## src/escdec_pkg.sv

```systemverilog
// Shared types and character codes for the escape sequence decoder.
// No dependencies; imported by every module of the block.
`timescale 1ns / 1ps

package escdec_pkg;

    // Character codes
    localparam logic [7:0] CH_BSLASH = 8'h5c;
    localparam logic [7:0] CH_LC_A   = 8'h61;
    localparam logic [7:0] CH_LC_B   = 8'h62;
    localparam logic [7:0] CH_LC_E   = 8'h65;
    localparam logic [7:0] CH_LC_F   = 8'h66;
    localparam logic [7:0] CH_LC_N   = 8'h6e;
    localparam logic [7:0] CH_LC_R   = 8'h72;
    localparam logic [7:0] CH_LC_T   = 8'h74;
    localparam logic [7:0] CH_LC_V   = 8'h76;
    localparam logic [7:0] CH_LC_X   = 8'h78;
    localparam logic [7:0] CH_UC_A   = 8'h41;
    localparam logic [7:0] CH_UC_F   = 8'h46;
    localparam logic [7:0] CH_ZERO   = 8'h30;
    localparam logic [7:0] CH_NINE   = 8'h39;

    // Decoded values of the single-letter escapes
    localparam logic [7:0] VAL_BSLASH = 8'd92;
    localparam logic [7:0] VAL_BEL    = 8'd7;
    localparam logic [7:0] VAL_BS     = 8'd8;
    localparam logic [7:0] VAL_ESC    = 8'h1b;
    localparam logic [7:0] VAL_FF     = 8'd12;
    localparam logic [7:0] VAL_LF     = 8'd10;
    localparam logic [7:0] VAL_CR     = 8'd13;
    localparam logic [7:0] VAL_TAB    = 8'd9;
    localparam logic [7:0] VAL_VT     = 8'd11;

    // Offsets that turn letters into hex digit values (10 + c - 'a', 10 + c - 'A')
    localparam logic [7:0] LC_HEX_OFS = 8'd87;
    localparam logic [7:0] UC_HEX_OFS = 8'd55;

    // One accepted input word
    typedef struct packed {
        logic [7:0] data;
        logic       last;
    } in_word_t;

    // One decoded result word
    typedef struct packed {
        logic [7:0] data;
        logic       valid;
        logic       done;
        logic       err;
    } res_word_t;

endpackage

```

## src/escape_sequence_decoder.sv

```systemverilog
// Top level of the escape sequence decoder: input stage, decode step, result register.
// Depends on escdec_pkg, escdec_in_stage and escdec_step.
`timescale 1ns / 1ps
//
// Usage:
//   Slave channel s_*: one raw string byte per word in s_tdata, s_tlast on the
//   final byte of the string. Master channel m_*: m_tdata is the decoded byte
//   (zero when m_tuser[0] is low), m_tuser[0] says it carries a character,
//   m_tlast marks the result of the string's last byte and m_tuser[1] then
//   flags a bad or unfinished escape. Bytes that only advance an escape
//   produce no output word; the last byte always produces one.
//   Path: input register, then decode into the result register, which drives
//   the master side.
//   Throughput: one byte per cycle while the result slot is free, set by the single
//   phase/accumulator update that each byte makes in the decode step.
//   When the receiver stalls, the result register holds its word and the input
//   register holds one more; s_tready drops only once both are occupied.
//   Reset clears the valid flags, the escape phase and the accumulator; the
//   block is ready for a new string once reset is released.
//

module escape_sequence_decoder
    import escdec_pkg::*;
(
    input  logic       clk,
    input  logic       rst_n,
    input  logic       s_tvalid,
    output logic       s_tready,
    input  logic [7:0] s_tdata,   // [7:0] in_byte
    input  logic       s_tlast,   // in_last
    output logic       m_tvalid,
    input  logic       m_tready,
    output logic [7:0] m_tdata,   // [7:0] out_byte
    output logic       m_tlast,   // done_res
    output logic [1:0] m_tuser    // [0] out_valid, [1] error
);

    in_word_t  in_word;
    logic      in_full;
    logic      advance;
    logic      out_free;
    logic      emit;
    res_word_t res;
    logic      m_valid_reg;
    logic      m_valid_next;
    res_word_t m_word_reg;

    // Move the held input word through decode when the result slot is free
    assign out_free = !m_valid_reg || m_tready;
    assign advance  = in_full && out_free;

    escdec_in_stage u_in_stage (
        .clk      (clk),
        .rst_n    (rst_n),
        .s_tvalid (s_tvalid),
        .s_tready (s_tready),
        .s_tdata  (s_tdata),
        .s_tlast  (s_tlast),
        .advance  (advance),
        .full     (in_full),
        .word     (in_word)
    );

    escdec_step u_step (
        .clk     (clk),
        .rst_n   (rst_n),
        .step_en (advance),
        .word    (in_word),
        .emit    (emit),
        .res     (res)
    );

    // Result register valid: load on a decode step, drop once taken
    always_comb
    begin
        if (advance)
        begin
            m_valid_next = emit;
        end
        else if (m_tready)
        begin
            m_valid_next = 1'b0;
        end
        else
        begin
            m_valid_next = m_valid_reg;
        end
    end

    always_ff @(posedge clk or negedge rst_n)
    begin
        if (!rst_n)
        begin
            m_valid_reg <= 1'b0;
        end
        else
        begin
            m_valid_reg <= m_valid_next;
        end
    end

    // Capture the result payload
    always_ff @(posedge clk)
    begin
        if (advance && emit)
        begin
            m_word_reg <= res;
        end
    end

    assign m_tvalid   = m_valid_reg;
    assign m_tdata    = m_word_reg.data;
    assign m_tlast    = m_word_reg.done;
    assign m_tuser[0] = m_word_reg.valid;
    assign m_tuser[1] = m_word_reg.err;

    a_err_with_done: assert property (@(posedge clk) disable iff (!rst_n)
        m_tvalid && m_tuser[1] |-> m_tlast)
        else $error("error flag without done");

    a_word_not_empty: assert property (@(posedge clk) disable iff (!rst_n)
        m_tvalid |-> m_tuser[0] || m_tlast)
        else $error("result word with neither data nor done");

endmodule

```

## src/escdec_in_stage.sv

```systemverilog
// Input register of the escape sequence decoder: holds one accepted word.
// Depends on escdec_pkg.
`timescale 1ns / 1ps

module escdec_in_stage
    import escdec_pkg::*;
(
    input  logic       clk,
    input  logic       rst_n,
    input  logic       s_tvalid,
    output logic       s_tready,
    input  logic [7:0] s_tdata,   // [7:0] in_byte
    input  logic       s_tlast,
    input  logic       advance,
    output logic       full,
    output in_word_t   word
);

    logic     vld_reg;
    logic     vld_next;
    in_word_t word_reg;

    // Take a new word when empty or whenever the held one moves on this cycle
    assign s_tready = !vld_reg || advance;
    assign vld_next = (s_tvalid && s_tready) || (vld_reg && !advance);

    always_ff @(posedge clk or negedge rst_n)
    begin
        if (!rst_n)
        begin
            vld_reg <= 1'b0;
        end
        else
        begin
            vld_reg <= vld_next;
        end
    end

    // Capture payload on acceptance
    always_ff @(posedge clk)
    begin
        if (s_tvalid && s_tready)
        begin
            word_reg.data <= s_tdata;
            word_reg.last <= s_tlast;
        end
    end

    assign full = vld_reg;
    assign word = word_reg;

endmodule

```

## src/escdec_step.sv

```systemverilog
// Escape phase tracking and one-byte decode for the escape sequence decoder.
// Depends on escdec_pkg.
`timescale 1ns / 1ps

module escdec_step
    import escdec_pkg::*;
(
    input  logic      clk,
    input  logic      rst_n,
    input  logic      step_en,
    input  in_word_t  word,
    output logic      emit,
    output res_word_t res
);

    typedef enum logic [2:0] {
        PH_IDLE,
        PH_ESC,
        PH_HEX1,
        PH_HEX2,
        PH_OCT2,
        PH_OCT3,
        PH_ERR
    } phase_t;

    phase_t     phase_reg;
    phase_t     phase_next;
    phase_t     ph_dec;
    logic [7:0] accum_reg;
    logic [7:0] accum_next;
    logic [7:0] acc_dec;
    logic [7:0] hex_val;
    logic [7:0] dig_val;
    logic [7:0] val;
    logic       have;
    logic [7:0] c;

    assign c = word.data;

    // Digit values, unchecked: letters a..f / A..F map to 10..15, else c - '0'
    assign dig_val = c - CH_ZERO;

    always_comb
    begin
        if (c >= CH_LC_A && c <= CH_LC_F)
        begin
            hex_val = c - LC_HEX_OFS;
        end
        else if (c >= CH_UC_A && c <= CH_UC_F)
        begin
            hex_val = c - UC_HEX_OFS;
        end
        else
        begin
            hex_val = dig_val;
        end
    end

    // Decode one byte against the current phase
    always_comb
    begin
        have    = 1'b0;
        val     = 8'd0;
        ph_dec  = PH_IDLE;
        acc_dec = accum_reg;
        unique case (phase_reg)
            PH_ESC:
            begin
                have = 1'b1;
                unique case (c)
                    CH_BSLASH: val = VAL_BSLASH;
                    CH_LC_A:   val = VAL_BEL;
                    CH_LC_B:   val = VAL_BS;
                    CH_LC_E:   val = VAL_ESC;
                    CH_LC_F:   val = VAL_FF;
                    CH_LC_N:   val = VAL_LF;
                    CH_LC_R:   val = VAL_CR;
                    CH_LC_T:   val = VAL_TAB;
                    CH_LC_V:   val = VAL_VT;
                    CH_LC_X:
                    begin
                        have   = 1'b0;
                        ph_dec = PH_HEX1;
                    end
                    default:
                    begin
                        have = 1'b0;
                        if (c >= CH_ZERO && c <= CH_NINE)
                        begin
                            acc_dec = {dig_val[1:0], 6'd0};
                            ph_dec  = PH_OCT2;
                        end
                        else
                        begin
                            ph_dec = PH_ERR;
                        end
                    end
                endcase
            end
            PH_HEX1:
            begin
                acc_dec = {hex_val[3:0], 4'd0};
                ph_dec  = PH_HEX2;
            end
            PH_HEX2:
            begin
                val  = accum_reg + hex_val;
                have = 1'b1;
            end
            PH_OCT2:
            begin
                acc_dec = accum_reg + {dig_val[4:0], 3'd0};
                ph_dec  = PH_OCT3;
            end
            PH_OCT3:
            begin
                val  = accum_reg + dig_val;
                have = 1'b1;
            end
            PH_ERR:
            begin
                ph_dec = PH_ERR;
            end
            default:
            begin
                // idle and the unused code: pass plain bytes, open escape on backslash
                if (c == CH_BSLASH)
                begin
                    ph_dec = PH_ESC;
                end
                else
                begin
                    val  = c;
                    have = 1'b1;
                end
            end
        endcase
    end

    // Close the string on the last byte; clear the accumulator when idle
    always_comb
    begin
        if (word.last || ph_dec == PH_IDLE)
        begin
            phase_next = PH_IDLE;
            accum_next = 8'd0;
        end
        else
        begin
            phase_next = ph_dec;
            accum_next = acc_dec;
        end
    end

    always_ff @(posedge clk or negedge rst_n)
    begin
        if (!rst_n)
        begin
            phase_reg <= PH_IDLE;
            accum_reg <= 8'd0;
        end
        else if (step_en)
        begin
            phase_reg <= phase_next;
            accum_reg <= accum_next;
        end
    end

    // Result word for this byte
    assign emit      = have || word.last;
    assign res.data  = have ? val : 8'd0;
    assign res.valid = have;
    assign res.done  = word.last;
    assign res.err   = word.last && (ph_dec != PH_IDLE);

    a_last_to_idle: assert property (@(posedge clk) disable iff (!rst_n)
        step_en && word.last |=> phase_reg == PH_IDLE)
        else $error("phase not idle after last byte");

    a_idle_accum_clear: assert property (@(posedge clk) disable iff (!rst_n)
        phase_reg == PH_IDLE |-> accum_reg == 8'd0)
        else $error("accumulator not clear in idle phase");

    a_err_stays: assert property (@(posedge clk) disable iff (!rst_n)
        phase_reg == PH_ERR && !(step_en && word.last) |=> phase_reg == PH_ERR)
        else $error("error phase left before end of string");

    a_hold_when_idle_step: assert property (@(posedge clk) disable iff (!rst_n)
        !step_en |=> $stable(phase_reg) && $stable(accum_reg))
        else $error("state moved without a decode step");

endmodule
```

## config.mk

```make
export PLATFORM = sky130hd
export DESIGN_NAME = escape_sequence_decoder
export DESIGN_NICKNAME = d
export VERILOG_FILES = /design/src/escdec_pkg.sv /design/src/escape_sequence_decoder.sv /design/src/escdec_in_stage.sv /design/src/escdec_step.sv
export SDC_FILE = /design/constraint.sdc
export NUM_CORES = 1
export LEC_CHECK = 0
export BUFFER_PORTS_ARGS = -buffer_cell sky130_fd_sc_hd__buf_2
export CAP_MARGIN = 20
export CELL_PAD_IN_SITES_DETAIL_PLACEMENT = 1
export CELL_PAD_IN_SITES_GLOBAL_PLACEMENT = 1
export CORE_UTILIZATION = 47
export DETAILED_ROUTE_END_ITERATION = 10
export PLACE_DENSITY = 0.93
export SLEW_MARGIN = 20
export SYNTH_ARGS = -nofsm -noshare
export SYNTH_HDL_FRONTEND = slang
export SYNTH_SLANG_ARGS = --single-unit
```

## constraint.sdc

```tcl
create_clock -name clk -period 5.5 [get_ports clk]
set_input_delay 0.275 -clock clk [delete_from_list [all_inputs] [get_ports clk]]
set_output_delay 0.275 -clock clk [all_outputs]
set_load 0.03 [all_outputs]
```

Yosys cells after proc, flatten, opt, wreduce, memory -nomap -nowiden
Cells that the tools add are included.

Add/subtract/negate cells: 6. Order comparisons: 6. Equal/unequal tests: 18. Multiplexer cells: 19. Reductions and logical operators: 25.

Operators by type and width (number): == test 8 x 7 -> 1 bit (second input constant) (10); one-hot mux 7 bit (9 select lines) (1); two-way mux 8 bit (6); one-hot mux 8 bit (4 select lines) (1); adder 8 bit (3); one-hot mux 8 bit (3 select lines) (1); >= comparator 8 x 7 -> 1 bit (second input constant) (2); less-or-equal comparator 8 x 7 -> 1 bit (second input constant) (2); subtractor 8 x 6 -> 8 bit (second input constant) (2); one-hot mux 3 bit (5 select lines) (1); OR reduction 10 bit (1); == test 3 bit (second input constant) (3); OR reduction 9 bit (1); >= comparator 8 x 6 -> 1 bit (second input constant) (1); less-or-equal comparator 8 x 6 -> 1 bit (second input constant) (1); logical AND 1 bit (8); subtractor 8 x 7 -> 8 bit (second input constant) (1); == test 3 x 2 -> 1 bit (second input constant) (2); one-hot mux 3 bit (2 select lines) (1); logical OR 1 bit (5); two-way mux 1 bit (5); AND reduction 4 bit (1); nonzero test 4 bit (1); == test 3 x 1 -> 1 bit (second input constant) (1); 11 further kinds (13).

Register bits: 33. Input bits: 13. Output and inout port bits: 13. Logic and storage cells: 84.

Depth between registers and ports, before layout
Gate-level depths: netlist of run 1.

Word-level depth: 9. Mapped depth: 17. Depth with buffers taken out: 15.

Cells and area by module
Synthesis of run 1 repeated with hierarchy kept, for this count alone.

Cells, all modules: 264. Area total of the unflattened synthesis: 2477.4 um2.

By module, submodules not included: escdec_step (times used 1, cells an instance 234, area an instance 1754.2 um2, seq. area each 200.2 um2); escape_sequence_decoder (times used 1, cells an instance 17, area an instance 399.1 um2, seq. area each 355.3 um2); escdec_in_stage (times used 1, cells an instance 13, area an instance 324.1 um2, seq. area each 295.3 um2).

Least setup slack after synthesis of run 1
No wires, ideal clock.

Path type: register -> register. Start point: register u_in_stage.word_reg (netlist bit u_in_stage.word[5]). End point: register m_word_reg (netlist bit m_tdata[7]), data pin. Setup time: 0.261 ns. Arrival: 3.581 ns. Required time: 5.239 ns. Setup slack: 1.658 ns. Cell stages (with the launch flop): 18. Cell sequence: edfxtp_1 inv_1 ha_1 clkbuf_1 nand2_1 o21ai_1 a21oi_2 or2_1 buf_6 a31o_2 ha_1 fa_1 nand3_1 and3_1 o22ai_1 mux2i_1 a211oi_1 a311o_1.

Cells in the longest elaborated chain, start to end: 6.

Ends and longest elaborated chain: start: declaration (line escdec_in_stage.sv:21) `in_word_t word_reg;`; >= comparator 8 x 7 -> 1 bit or less-or-equal comparator 8 x 7 -> 1 bit (tied branches) (line escdec_step.sv:49) `else if (c >= CH_UC_A && c <= CH_UC_F)`; logical AND 1 bit (line escdec_step.sv:49); two-way mux 8 bit (line escdec_step.sv:49); two-way mux 8 bit (line escdec_step.sv:45) `if (c >= CH_LC_A && c <= CH_LC_F)`; adder 8 bit (line escdec_step.sv:107) `val = accum_reg + hex_val;`; one-hot mux 8 bit (4 select lines) (line escdec_step.sv:66) `unique case (phase_reg)`; end signal: assignment (line escape_sequence_decoder.sv:107) `m_word_reg <= res;`; end: declaration (line escape_sequence_decoder.sv:46) `res_word_t m_word_reg;`.

Several ways; a longest one is shown, not always the timed one. A chain may end at the register's enable or synchronous reset.

Worst setup path after layout of run 1
Same ends and word-level chain as after synthesis.

==> key figures, run 1 <==
Status
  • Status: completed

Route
  • Detailed Route Iter0 Violations: 259
  • ANT nets after route: 0
  • Vias: around 2400
  • Drt total wl: 7.83 mm
  • DRC violations left: 0
  • Routed len/inst: 21.8 um
  • Vias per cell: 6.57
  • DR pass1 iterations: 5

Die
  • Starting Density: 0.501
  • I/O pins: 26
  • Core area: 5270 um^2
  • Full die area: around 5900 um^2
  • Die width: between 70 and 80 um
  • Die height: slightly below 80 um
  • Row cnt: 26

Hold path
  • Hold EP: u_in_stage.word[1]$_DFFE_PP_
  • Hold path startpoint: s_tdata[0]
  • Worst hold path stage count: 1
  • Hold WC Path Type: in2reg

Clocking
  • CTS max path bufs: 2
  • Clock root cell: clkbuf_8
  • Clock transition at path regs: 70 ps
  • H-tree Lvls: 2
  • Num CTS Buffers: 5
  • CTS Sinks: 30
  • Worst-Skew Late Latency: about 300 ps
  • CTS tree: built

Setup path
  • Worst Path Required: 5670 ps
  • CP startpoint kind: flip-flop
  • Reg2Reg Setup Slack: 960 ps
  • Reg-to-reg endpoint: m_tdata[7]$_SDFFCE_PN0P_
  • Reg2Reg Launch Point: u_in_stage.word[5]$_DFFE_PP_
  • Crit end category: flip-flop
  • Peak fanout along the critical path: 8
  • Reg2Reg Depth: 15
  • Worst setup path class: reg2reg
  • Critical path arrival: 4710 ps

STA
  • Relative slew slack: 0.425
  • Worst setup margin: 957 ps
  • Total negative slack: 0 ps
  • FMAX: roughly 0.22 GHz
  • Period utilization: 0.826
  • Clk_skew: ~5.2 ps
  • Clock period minus worst slack: 4540 ps
  • Hold Violations, Final: 0
  • Worst Tran Pin Value: 860 ps
  • RSZ-0062 raised after global routing: false
  • Final setup fails: 0
  • Final Max Tran Viols: 0

Pwr
  • Total power: a little over 700 uW
  • Pwr dens: 253 nW/um^2
  • Static leakage: roughly 1.2 nW
  • Worst IR Drop VDD: between 0.00015 and 0.0002 V

Logic synthesis
  • Yosys cell types: 68
  • Number of synthesized flops with an enable pin: 20
  • Synth async-reset ratio: 0.333
  • Synth Flop Type: edfxtp_1
  • Syn_area_per_cell: slightly below 10 um^2
  • #FFs+latches synth: 30
  • Post-Syn Instances: 272
  • Syn. warnings: 0
  • Seq/Total Area, Yosys: 0.322
  • Mapped Area: around 2600 um^2
  • Syn_nets: 304

Place
  • DP HPWL: ~5.4 mm
  • Routability cong.: 0.901
  • Port buffer count: 25
  • Pre-CTS setup slack: 1110 ps
  • Placed Instance Area: 2700 um^2

Job
  • Max-cap violations: 0

Layout
  • Finished Cell Area: between 2000 and 3000 um^2
  • P&R area growth vs syn: 8.10%
  • Fill cell count: between 600 and 700
  • Nets: 321
  • Share of cells above drive strength 1: 0.197
  • Commonest non-fill, non-tap cell in the layout: buf_2
  • Diodes inserted: 0
  • Most frequent cells in the layout: 25 x buf_2, 20 x edfxtp_1, 19 x a21oi_1, 18 x nand2_1, 17 x ha_1
  • Max reg flops: 9
  • Final core occ: 0.542

GRT
  • GRT overflow: 0
  • Gr usage total: 0.276
  • Number of global-route vias before repair: 2367
  • Largest net degree at the start of global routing: 23
  • Global-route wire length before repair: 12.6 mm
  • Antenna violations before repair: 0
[cells in the mapped netlist (all sizes together) (5+ instances only)]
cell	number	area share
nor3b	5	0.018
a21oi	21	0.043
and3	6	0.015
xnor2	8	0.027
inv	11	0.016
nor3	8	0.017
edfxtp	20	0.23
and2	6	0.015
buf	8	0.036
clkbuf	9	0.025
a21boi	5	0.014
nor2	15	0.021
a31oi	5	0.012
ha	17	0.081
nand3	7	0.013
a221o	5	0.019
o21ai	18	0.034
nand2	18	0.026
a21o	7	0.020
dfrtp	10	0.095
[repair_timing]
item | in CTS | in global routing
hold endpoints to repair | 10 | 0
buffers inserted | 0 | 0
gates resized for setup | 0 | 0
hold buffers | 1 | 0
[worst max-delay path: stages (launching register included)]
cell,delay (ps)
edfxtp_1,570
inv_1,300
ha_1,370
nand2_1,130
o21ai_1,290
a21oi_2,150
or2_1,380
a31o_2,290
ha_1,230
fa_1,440
nand3_1,130
and3_1,230
nor2_1,60
a31o_2,260
a211oi_1,410
a311o_1,180
[metrics by stage]
| step | instances | hold slack [ps] |
|---|---|---|
| after global placement | 351 | 152 |
| final | 360 | 150 |
| after global routing | 360 | 150 |
| after CTS | 360 | 153 |
| after floorplan | 272 | -20.6 |
| after detailed placement | 351 | 158 |
[metal layers]
layer,up-vias,global-route usage,routed length (um)
met4,0,0.125,262
met1,1180,0.367,3370
met2,111,0.442,3730
li1,1052,-,-
met3,23,0.0417,474
met5,-,0,0
[cells by family after synthesis]
| group | count (synthesis) | synth area share |
|---|---|---|
| adders and majority gates | 19 | 0.0957 |
| AOI/OAI and AO/OA | 93 | 0.262 |
| and+or+nand+nor | 87 | 0.193 |
| buffers and inverters | 28 | 0.0758 |
| xor gates and xnor gates | 11 | 0.0365 |
| muxes | 4 | 0.0152 |
| DFF | 30 | 0.322 |
[worst max-delay path by stage]
stage / cells past startpoint / end / start / slack (ps)
floorplan: 17 / m_tdata[7]$_SDFFCE_PN0P_ / u_in_stage.word[5]$_DFFE_PP_ / 1660
global placement: 15 / m_tdata[7]$_SDFFCE_PN0P_ / u_in_stage.word[5]$_DFFE_PP_ / 1260
detailed placement: 15 / m_tdata[7]$_SDFFCE_PN0P_ / u_in_stage.word[5]$_DFFE_PP_ / 1110
CTS: 15 / m_tdata[7]$_SDFFCE_PN0P_ / u_in_stage.word[5]$_DFFE_PP_ / 1030
global route: 15 / m_tdata[7]$_SDFFCE_PN0P_ / u_in_stage.word[5]$_DFFE_PP_ / 740
finish: 15 / m_tdata[7]$_SDFFCE_PN0P_ / u_in_stage.word[5]$_DFFE_PP_ / 960
[layout make-up]
cell class,count,area [um^2],share of cell area
Timing Repair Buffer,27,143,0.0500
Multi-Input combinational cell,214,1590,0.557
Clock buffer,6,82.6,0.0289
Inverter,11,41.3,0.0145
Tap cell,70,87.6,0.0307
Sequential cell,30,851,0.298
Clock inverter,2,60.1,0.0210
[power by group]
group,switching [mW],internal [mW],leakage (nW)
Clock,0.0902,0.193,0.0714
Sequential,0.0235,0.260,0.323
Combinational,0.0972,0.0577,0.766
(Power assumes the default switching activity.)
==> run 2: changes to the inputs <==
Settings changed: CORE_UTILIZATION 47 to 42, PLACE_DENSITY 0.93 to 0.89.
Clock period 5.5 ns to 4 ns, I/O delays scaled along.
==> key figures, run 2 (synthesis gave the netlist of run 1 again) <==
Status
  • Status: completed

Clocking
  • Worst-Skew Late Latency: 290 ps (about the same)
  • Clock root cell: clkbuf_8
  • CTS Sinks: 30 (unchanged)
  • H-tree Lvls: 2 (unchanged)
  • Clock transition at path regs: 70 ps (about the same)
  • CTS tree: built
  • Num CTS Buffers: 5 (unchanged)
  • CTS max path bufs: 2 (unchanged)

Place
  • Pre-CTS setup slack: 121 ps (-994 ps)
  • Placed Instance Area: 2820 um^2 (+4.4%)
  • DP HPWL: 5.82 mm (+7.3%)
  • Port buffer count: 25 (unchanged)
  • Inst Count DP: 371 (+5.7%)
  • Routability cong.: 0.932 (+3.5%)

Hold path
  • Hold WC Path Type: in2reg
  • Hold path startpoint: s_tdata[1]
  • Hold EP: u_in_stage.word[2]$_DFFE_PP_
  • Worst hold path stage count: 1 (unchanged)

Setup path
  • Crit end category: flip-flop
  • Reg2Reg Setup Slack: 190 ps (-770 ps)
  • Reg2Reg Depth: 15 (unchanged)
  • Critical path arrival: 3850 ps (-860 ps)
  • Reg2Reg Launch Point: u_in_stage.word[6]$_DFFE_PP_
  • CP startpoint kind: flip-flop
  • Worst Path Required: 4040 ps (-1630 ps)
  • Slowest CP cell: fa_1
  • Reg-to-reg endpoint: m_tdata[7]$_SDFFCE_PN0P_
  • Peak fanout along the critical path: 7 (-1)
  • Crit path max-delay family: compound AO/OA/AOI/OAI gates
  • Crit-path max cell delay: 440 ps (-130 ps)
  • Crit path buf inv count: 1 (unchanged)
  • Worst setup path class: reg2reg
  • CP cell instances: buf_4, ha_1, a21oi_2, o211a_1, a21oi_2, or2_4, a31o_2, ha_1, fa_1, nand3_1, and3_1, o21ai_0, mux2i_1, a211oi_1, a311o_1

Route
  • DRC violations left: 0 (unchanged)
  • Routed len/inst: 20.7 um (-4.7%)
  • Vias per cell: 6.17 (-6.0%)
  • Detailed Route Iter0 Violations: 241 (-6.9%)
  • DR pass1 iterations: 4 (-1)
  • Drt total wl: 7.94 mm (+1.4%)
  • ANT nets after route: 0 (unchanged)
  • Vias: 2365 (-0.042%)

STA
  • Clk_skew: 10.3 ps (+5.02 ps)
  • Clock period minus worst slack: 3810 ps (-731 ps)
  • Hold Violations, Final: 0 (unchanged)
  • FMAX: 0.262 GHz (+19%)
  • Final Max Tran Viols: 0 (unchanged)
  • Worst setup margin: 188 ps (-769 ps)
  • Relative slew slack: 0.599 (+0.174)
  • Worst Tran Pin Value: 597 ps (-262 ps)
  • Final setup fails: 0 (unchanged)
  • Total negative slack: 0 ps (unchanged)
  • Period utilization: 0.953 (+0.127)

Layout
  • Seq. cell area: 851 um^2 (unchanged)
  • Max reg flops: 9 (unchanged)
  • Commonest non-fill, non-tap cell in the layout: buf_2
  • Diodes inserted: 0 (unchanged)
  • Most frequent cells in the layout: 25 x buf_2, 20 x edfxtp_1, 19 x buf_4, 18 x nand2_1, 18 x a21oi_1
  • Non-filler cells, final: 383 (+6.4%)
  • Multi-input gate area: 1630 um^2 (+2.2%)
  • Share of cells above drive strength 1: 0.263 (+0.0664)
  • Nets: 339 (+5.6%)
  • Finished Cell Area: 2990 um^2 (+4.8%)
  • P&R area growth vs syn: 13.3%
  • Fill cell count: 694 (+11%)

GRT
  • Antenna violations before repair: 0 (unchanged)
  • GRT overflow: 0 (unchanged)
  • Gr usage total: 0.262 (-0.0143)
  • Largest net degree at the start of global routing: 17 (-26%)
  • Global-route wire length before repair: 12.8 mm (+1.4%)
  • Number of global-route vias before repair: 2443 (+3.2%)

Pwr
  • Static leakage: 1.23 nW (+6.1%)
  • Worst IR Drop VDD: 0.000212 V (+9.3%)
  • Pwr dens: 299 nW/um^2 (+18%)

Die
  • I/O pins: 26 (unchanged)
  • Core area: 5990 um^2 (+14%)
  • Row cnt: 28 (+7.7%)
  • Die height: 81.3 um (+5.6%)
  • Die width: 81.3 um (+5.6%)
  • Starting Density: 0.441 (-0.0603)
  • Full die area: 6610 um^2 (+12%)

Job
  • Max-cap violations: 0 (unchanged)
-- run 2: cell types whose count changed in the layout (fill, tap and decap cells not counted), moves of 2 or more --
cell and change:
ha_1 -2, buf_4 +18, inv_1 -2, bufinv_16 -2
-- run 2: final cells by class --
type / count / share of cell area
multi-input combinational: 214 / 0.543
sequential: 30 / 0.284
timing repair buffer: 45 / 0.0928
clock buffer: 7 / 0.0322
tap: 75 / 0.0314
inverter: 11 / 0.0146
clock inverter: 1 / 0.00125
-- run 2: routing by layer --
layer  part of all wire  track usage
met5                  0            0
met4              0.017       0.0786
met3              0.074       0.0449
met2               0.49        0.445
met1               0.41        0.337
-- run 2: worst max path at each step --
stage                                  from  cells past startpoint                  endpoint  slack, ps
3_3_place_gp   u_in_stage.word[2]$_DFFE_PP_                     15  m_tdata[6]$_SDFFCE_PN0P_        230
5_1_grt        u_in_stage.word[5]$_DFFE_PP_                     15  m_tdata[7]$_SDFFCE_PN0P_        -40
2_1_floorplan  u_in_stage.word[5]$_DFFE_PP_                     17  m_tdata[7]$_SDFFCE_PN0P_        160
3_5_place_dp   u_in_stage.word[2]$_DFFE_PP_                     15  m_tdata[6]$_SDFFCE_PN0P_        120
6_report       u_in_stage.word[6]$_DFFE_PP_                     15  m_tdata[7]$_SDFFCE_PN0P_        190
4_1_cts        u_in_stage.word[2]$_DFFE_PP_                     15  m_tdata[6]$_SDFFCE_PN0P_         60
-- run 2: metrics by stage --
step / util / power (mW) / hold WS, ps
5_1_grt: 0.499 / 0.933 / 83.9
3_3_place_gp: 0.471 / 0.604 / 72.2
3_5_place_dp: 0.471 / 0.613 / 82.4
4_1_cts: 0.489 / 0.887 / 88.0
6_report: 0.499 / 0.895 / 93.4
2_1_floorplan: - / 0.552 / -95.6
-- run 2: where the power goes --
part	internal (mW)	switching, mW	leakage, nW	total [mW]
Combinational	0.0959	0.151	0.857	0.247
Sequential	0.357	0.0188	0.323	0.376
Clock	0.154	0.118	0.0519	0.272
Total	0.608	0.288	1.23	0.895
-- run 2: repair_timing --
action / 4_1_cts / 5_1_grt
resized for setup: 0 / 10
setup buffers: 0 / 3
setup endpoints to repair: 0 / 2
hold buffers: 1 / 0
hold endpoints to repair: 10 / 0
==> run 3: changes to the inputs <==
Settings changed: BUFFER_PORTS_ARGS -buffer_cell sky130_fd_sc_hd__buf_2 to -buffer_cell sky130_fd_sc_hd__buf_4.
==> key figures, run 3 (synthesis gave the netlist of run 1 again) <==
Route
  • DRC violations left: 0 (unchanged)
  • ANT nets after route: 0 (unchanged)
  • DR pass1 iterations: 4 (unchanged)
  • Vias per cell: 6.17 (about the same)
  • Detailed Route Iter0 Violations: 291 (+21%)
  • Vias: 2371 (+0.25%)
  • Routed len/inst: 20.8 um (+0.15%)
  • Drt total wl: 7.98 mm (+0.42%)

Setup path
  • Slowest CP cell: edfxtp_1
  • Worst Path Required: 4030 ps (about the same)
  • Peak fanout along the critical path: 7 (unchanged)
  • Crit-path max cell delay: 490 ps (+50 ps)
  • Critical path arrival: 3850 ps (about the same)
  • Crit end category: flip-flop
  • Worst setup path class: reg2reg
  • CP cell instances: inv_4, ha_1, nor3b_2, and3_2, nor4_2, o21ai_0, a22oi_1, xor2_1, ha_2, a21oi_4, and3_2, o21ai_0, mux2i_1, a211oi_1, a311o_1
  • CP startpoint kind: flip-flop
  • Reg2Reg Depth: 15 (unchanged)

Pwr
  • Sw frac: 0.324 (+0.00241)
  • Sequential share of power: 0.423 (+0.003)
  • Pwr dens: 287 nW/um^2 (-4.1%)
  • Static leakage: 1.26 nW (+2.4%)
  • Comb power frac: 0.294 (+0.018)
  • Internal power: 604 uW (-0.65%)
  • Total power: 893 uW (-0.30%)
  • Worst IR Drop VDD: 0.000213 V (+0.76%)
  • Psw: 289 uW (+0.45%)
  • Clock share of power: 0.283 (-0.021)

Layout
  • Fill cell count: 677 (-2.4%)
  • Max reg flops: 9 (unchanged)
  • Multi-input gate area: 1680 um^2 (+3.5%)
  • Commonest non-fill, non-tap cell in the layout: buf_4
  • Most frequent cells in the layout: 45 x buf_4, 20 x edfxtp_1, 18 x nand2_1, 17 x a21oi_1, 16 x o21ai_0
  • Seq. cell area: 851 um^2 (unchanged)
  • Final core occ: 0.519 (+0.0198)
  • Share of cells above drive strength 1: 0.304 (+0.0412)
  • Diodes inserted: 0 (unchanged)
  • P&R area growth vs syn: 17.8%
  • Nets: 340 (+0.29%)

STA
  • Relative slew slack: 0.627 (+0.0286)
  • Hold Violations, Final: 0 (unchanged)
  • Period utilization: 0.955 (+0.00153)
  • Final Max Tran Viols: 0 (unchanged)
  • Worst Tran Pin Value: 555 ps (-42.5 ps)
  • Final setup fails: 0 (unchanged)
  • FMAX: 0.262 GHz (-0.16%)
  • Clock period minus worst slack: 3820 ps (+6.13 ps)
  • Clk_skew: 8.79 ps (-1.48 ps)
  • Worst setup margin: 182 ps (-6.13 ps)

Clocking
  • Clock root cell: clkbuf_8
  • CTS tree: built
  • CTS Sinks: 30 (unchanged)
  • Num CTS Buffers: 5 (unchanged)
  • CTS max path bufs: 2 (unchanged)
  • H-tree Lvls: 2 (unchanged)
  • Worst-Skew Late Latency: 280 ps (about the same)
  • Clock transition at path regs: 70 ps (about the same)

GRT
  • GRT overflow: 0 (unchanged)
  • Gr usage total: 0.256 (-0.00591)
  • Antenna violations before repair: 0 (unchanged)
  • Global-route wire length before repair: 12.6 mm (-1.6%)
  • Number of global-route vias before repair: 2498 (+2.3%)
  • Largest net degree at the start of global routing: 18 (+1)

Die
  • Die width: 81.3 um (unchanged)
  • Full die area: 6610 um^2 (unchanged)
  • I/O pins: 26 (unchanged)
  • Starting Density: 0.441 (unchanged)
  • Die height: 81.3 um (unchanged)
  • Row cnt: 28 (unchanged)
  • Core area: 5990 um^2 (unchanged)

Status
  • Status: completed

Place
  • DP HPWL: 5.99 mm (+3.0%)
  • Port buffer count: 25 (unchanged)
  • Pre-CTS setup slack: 15.8 ps (-105 ps)
  • Routability cong.: 0.909 (-2.5%)

Hold path
  • Hold WC Path Type: in2reg
  • Worst hold path stage count: 1 (unchanged)

Job
  • Max-cap violations: 0 (unchanged)
[run 3: changes by cell type in the layout (fill, tap and decap cells not counted), moves of 2 or more]
cell / delta
buf_4: +26
buf_2: -25
a21oi_4: +2
and3_1: -2
and3_2: +2
inv_1: -2
inv_2: +2
nand3_1: -2
nand3_2: +2
[run 3: per-stage QoR]
stage	cells	cell area, um^2	hold WS, ps	TNS, ps
final	384	3110	94.3	0
after global routing	384	3110	83.2	-46.6
after CTS	381	2990	90.7	0
after detailed placement	370	2880	37.4	0
after global placement	370	2880	33.3	0
after floorplan	272	2640	-95.6	0
[run 3: cell type report]
class | instances | share of cell area
sequential | 30 | 0.274
inverter | 11 | 0.0141
multi-input combinational | 214 | 0.541
tap | 75 | 0.0302
clock buffer | 7 | 0.0278
clock inverter | 1 | 0.00161
timing repair buffer | 46 | 0.112
[run 3: worst paths after layout]
| check | from | to | slack (ps) |
|---|---|---|---|
| max | u_in_stage.word[5]$_DFFE_PP_ | m_tdata[7]$_SDFFCE_PN0P_ | 180 |
| min | s_tlast | u_in_stage.word[0]$_DFFE_PP_ | 90 |
| max reg2reg | u_in_stage.word[5]$_DFFE_PP_ | m_tdata[7]$_SDFFCE_PN0P_ | 180 |
| min reg2reg | m_tvalid$_DFFE_PN0P_ | m_tvalid$_DFFE_PN0P_ | 570 |
| max in group asynchronous | rst_n | u_step.accum_reg[7]$_DFFE_PN0P_ | 3560 |
| min in group asynchronous | rst_n | u_step.phase_reg[1]$_DFFE_PN0P_ | 290 |
[run 3: power by group through the flow]
stage               clock, mW  sequential [mW]  combinational [mW]
finish                  0.253            0.378               0.262
global route            0.270            0.380               0.282
CTS                     0.257            0.377               0.244
detailed placement          0            0.385               0.238
global placement            0            0.383               0.230
floorplan                   0            0.398               0.155
[run 3: per-layer routing]
metal / vias to the layer above / wire length (um) / global-route usage
li1: 1090 / - / -
met1: 1160 / 3290 / 0.331
met2: 92 / 3880 / 0.411
met3: 29 / 521 / 0.0539
met4: 0 / 286 / 0.107
met5: - / 0 / 0
[run 3: what timing repair did]
action / in CTS / in global routing
pin swaps: 0 / 3
setup endpoints to repair: 2 / 3
resized for setup: 0 / 24
hold endpoints to repair: 10 / 0
buffers inserted: 2 / 3
hold buffers: 1 / 0
[run 3: worst max-delay path: cells and delay by family, from the launching register on]
family                   cells  cell delay [ps]
multiplexers                 1              170
adder cells (fa/ha/maj)      2              600
buffers and inverters        1              100
XOR/XNOR                     1              190
flip-flops                   1              490
AO/OA/AOI/OAI                6             1130
AND/OR/NAND/NOR              4              920
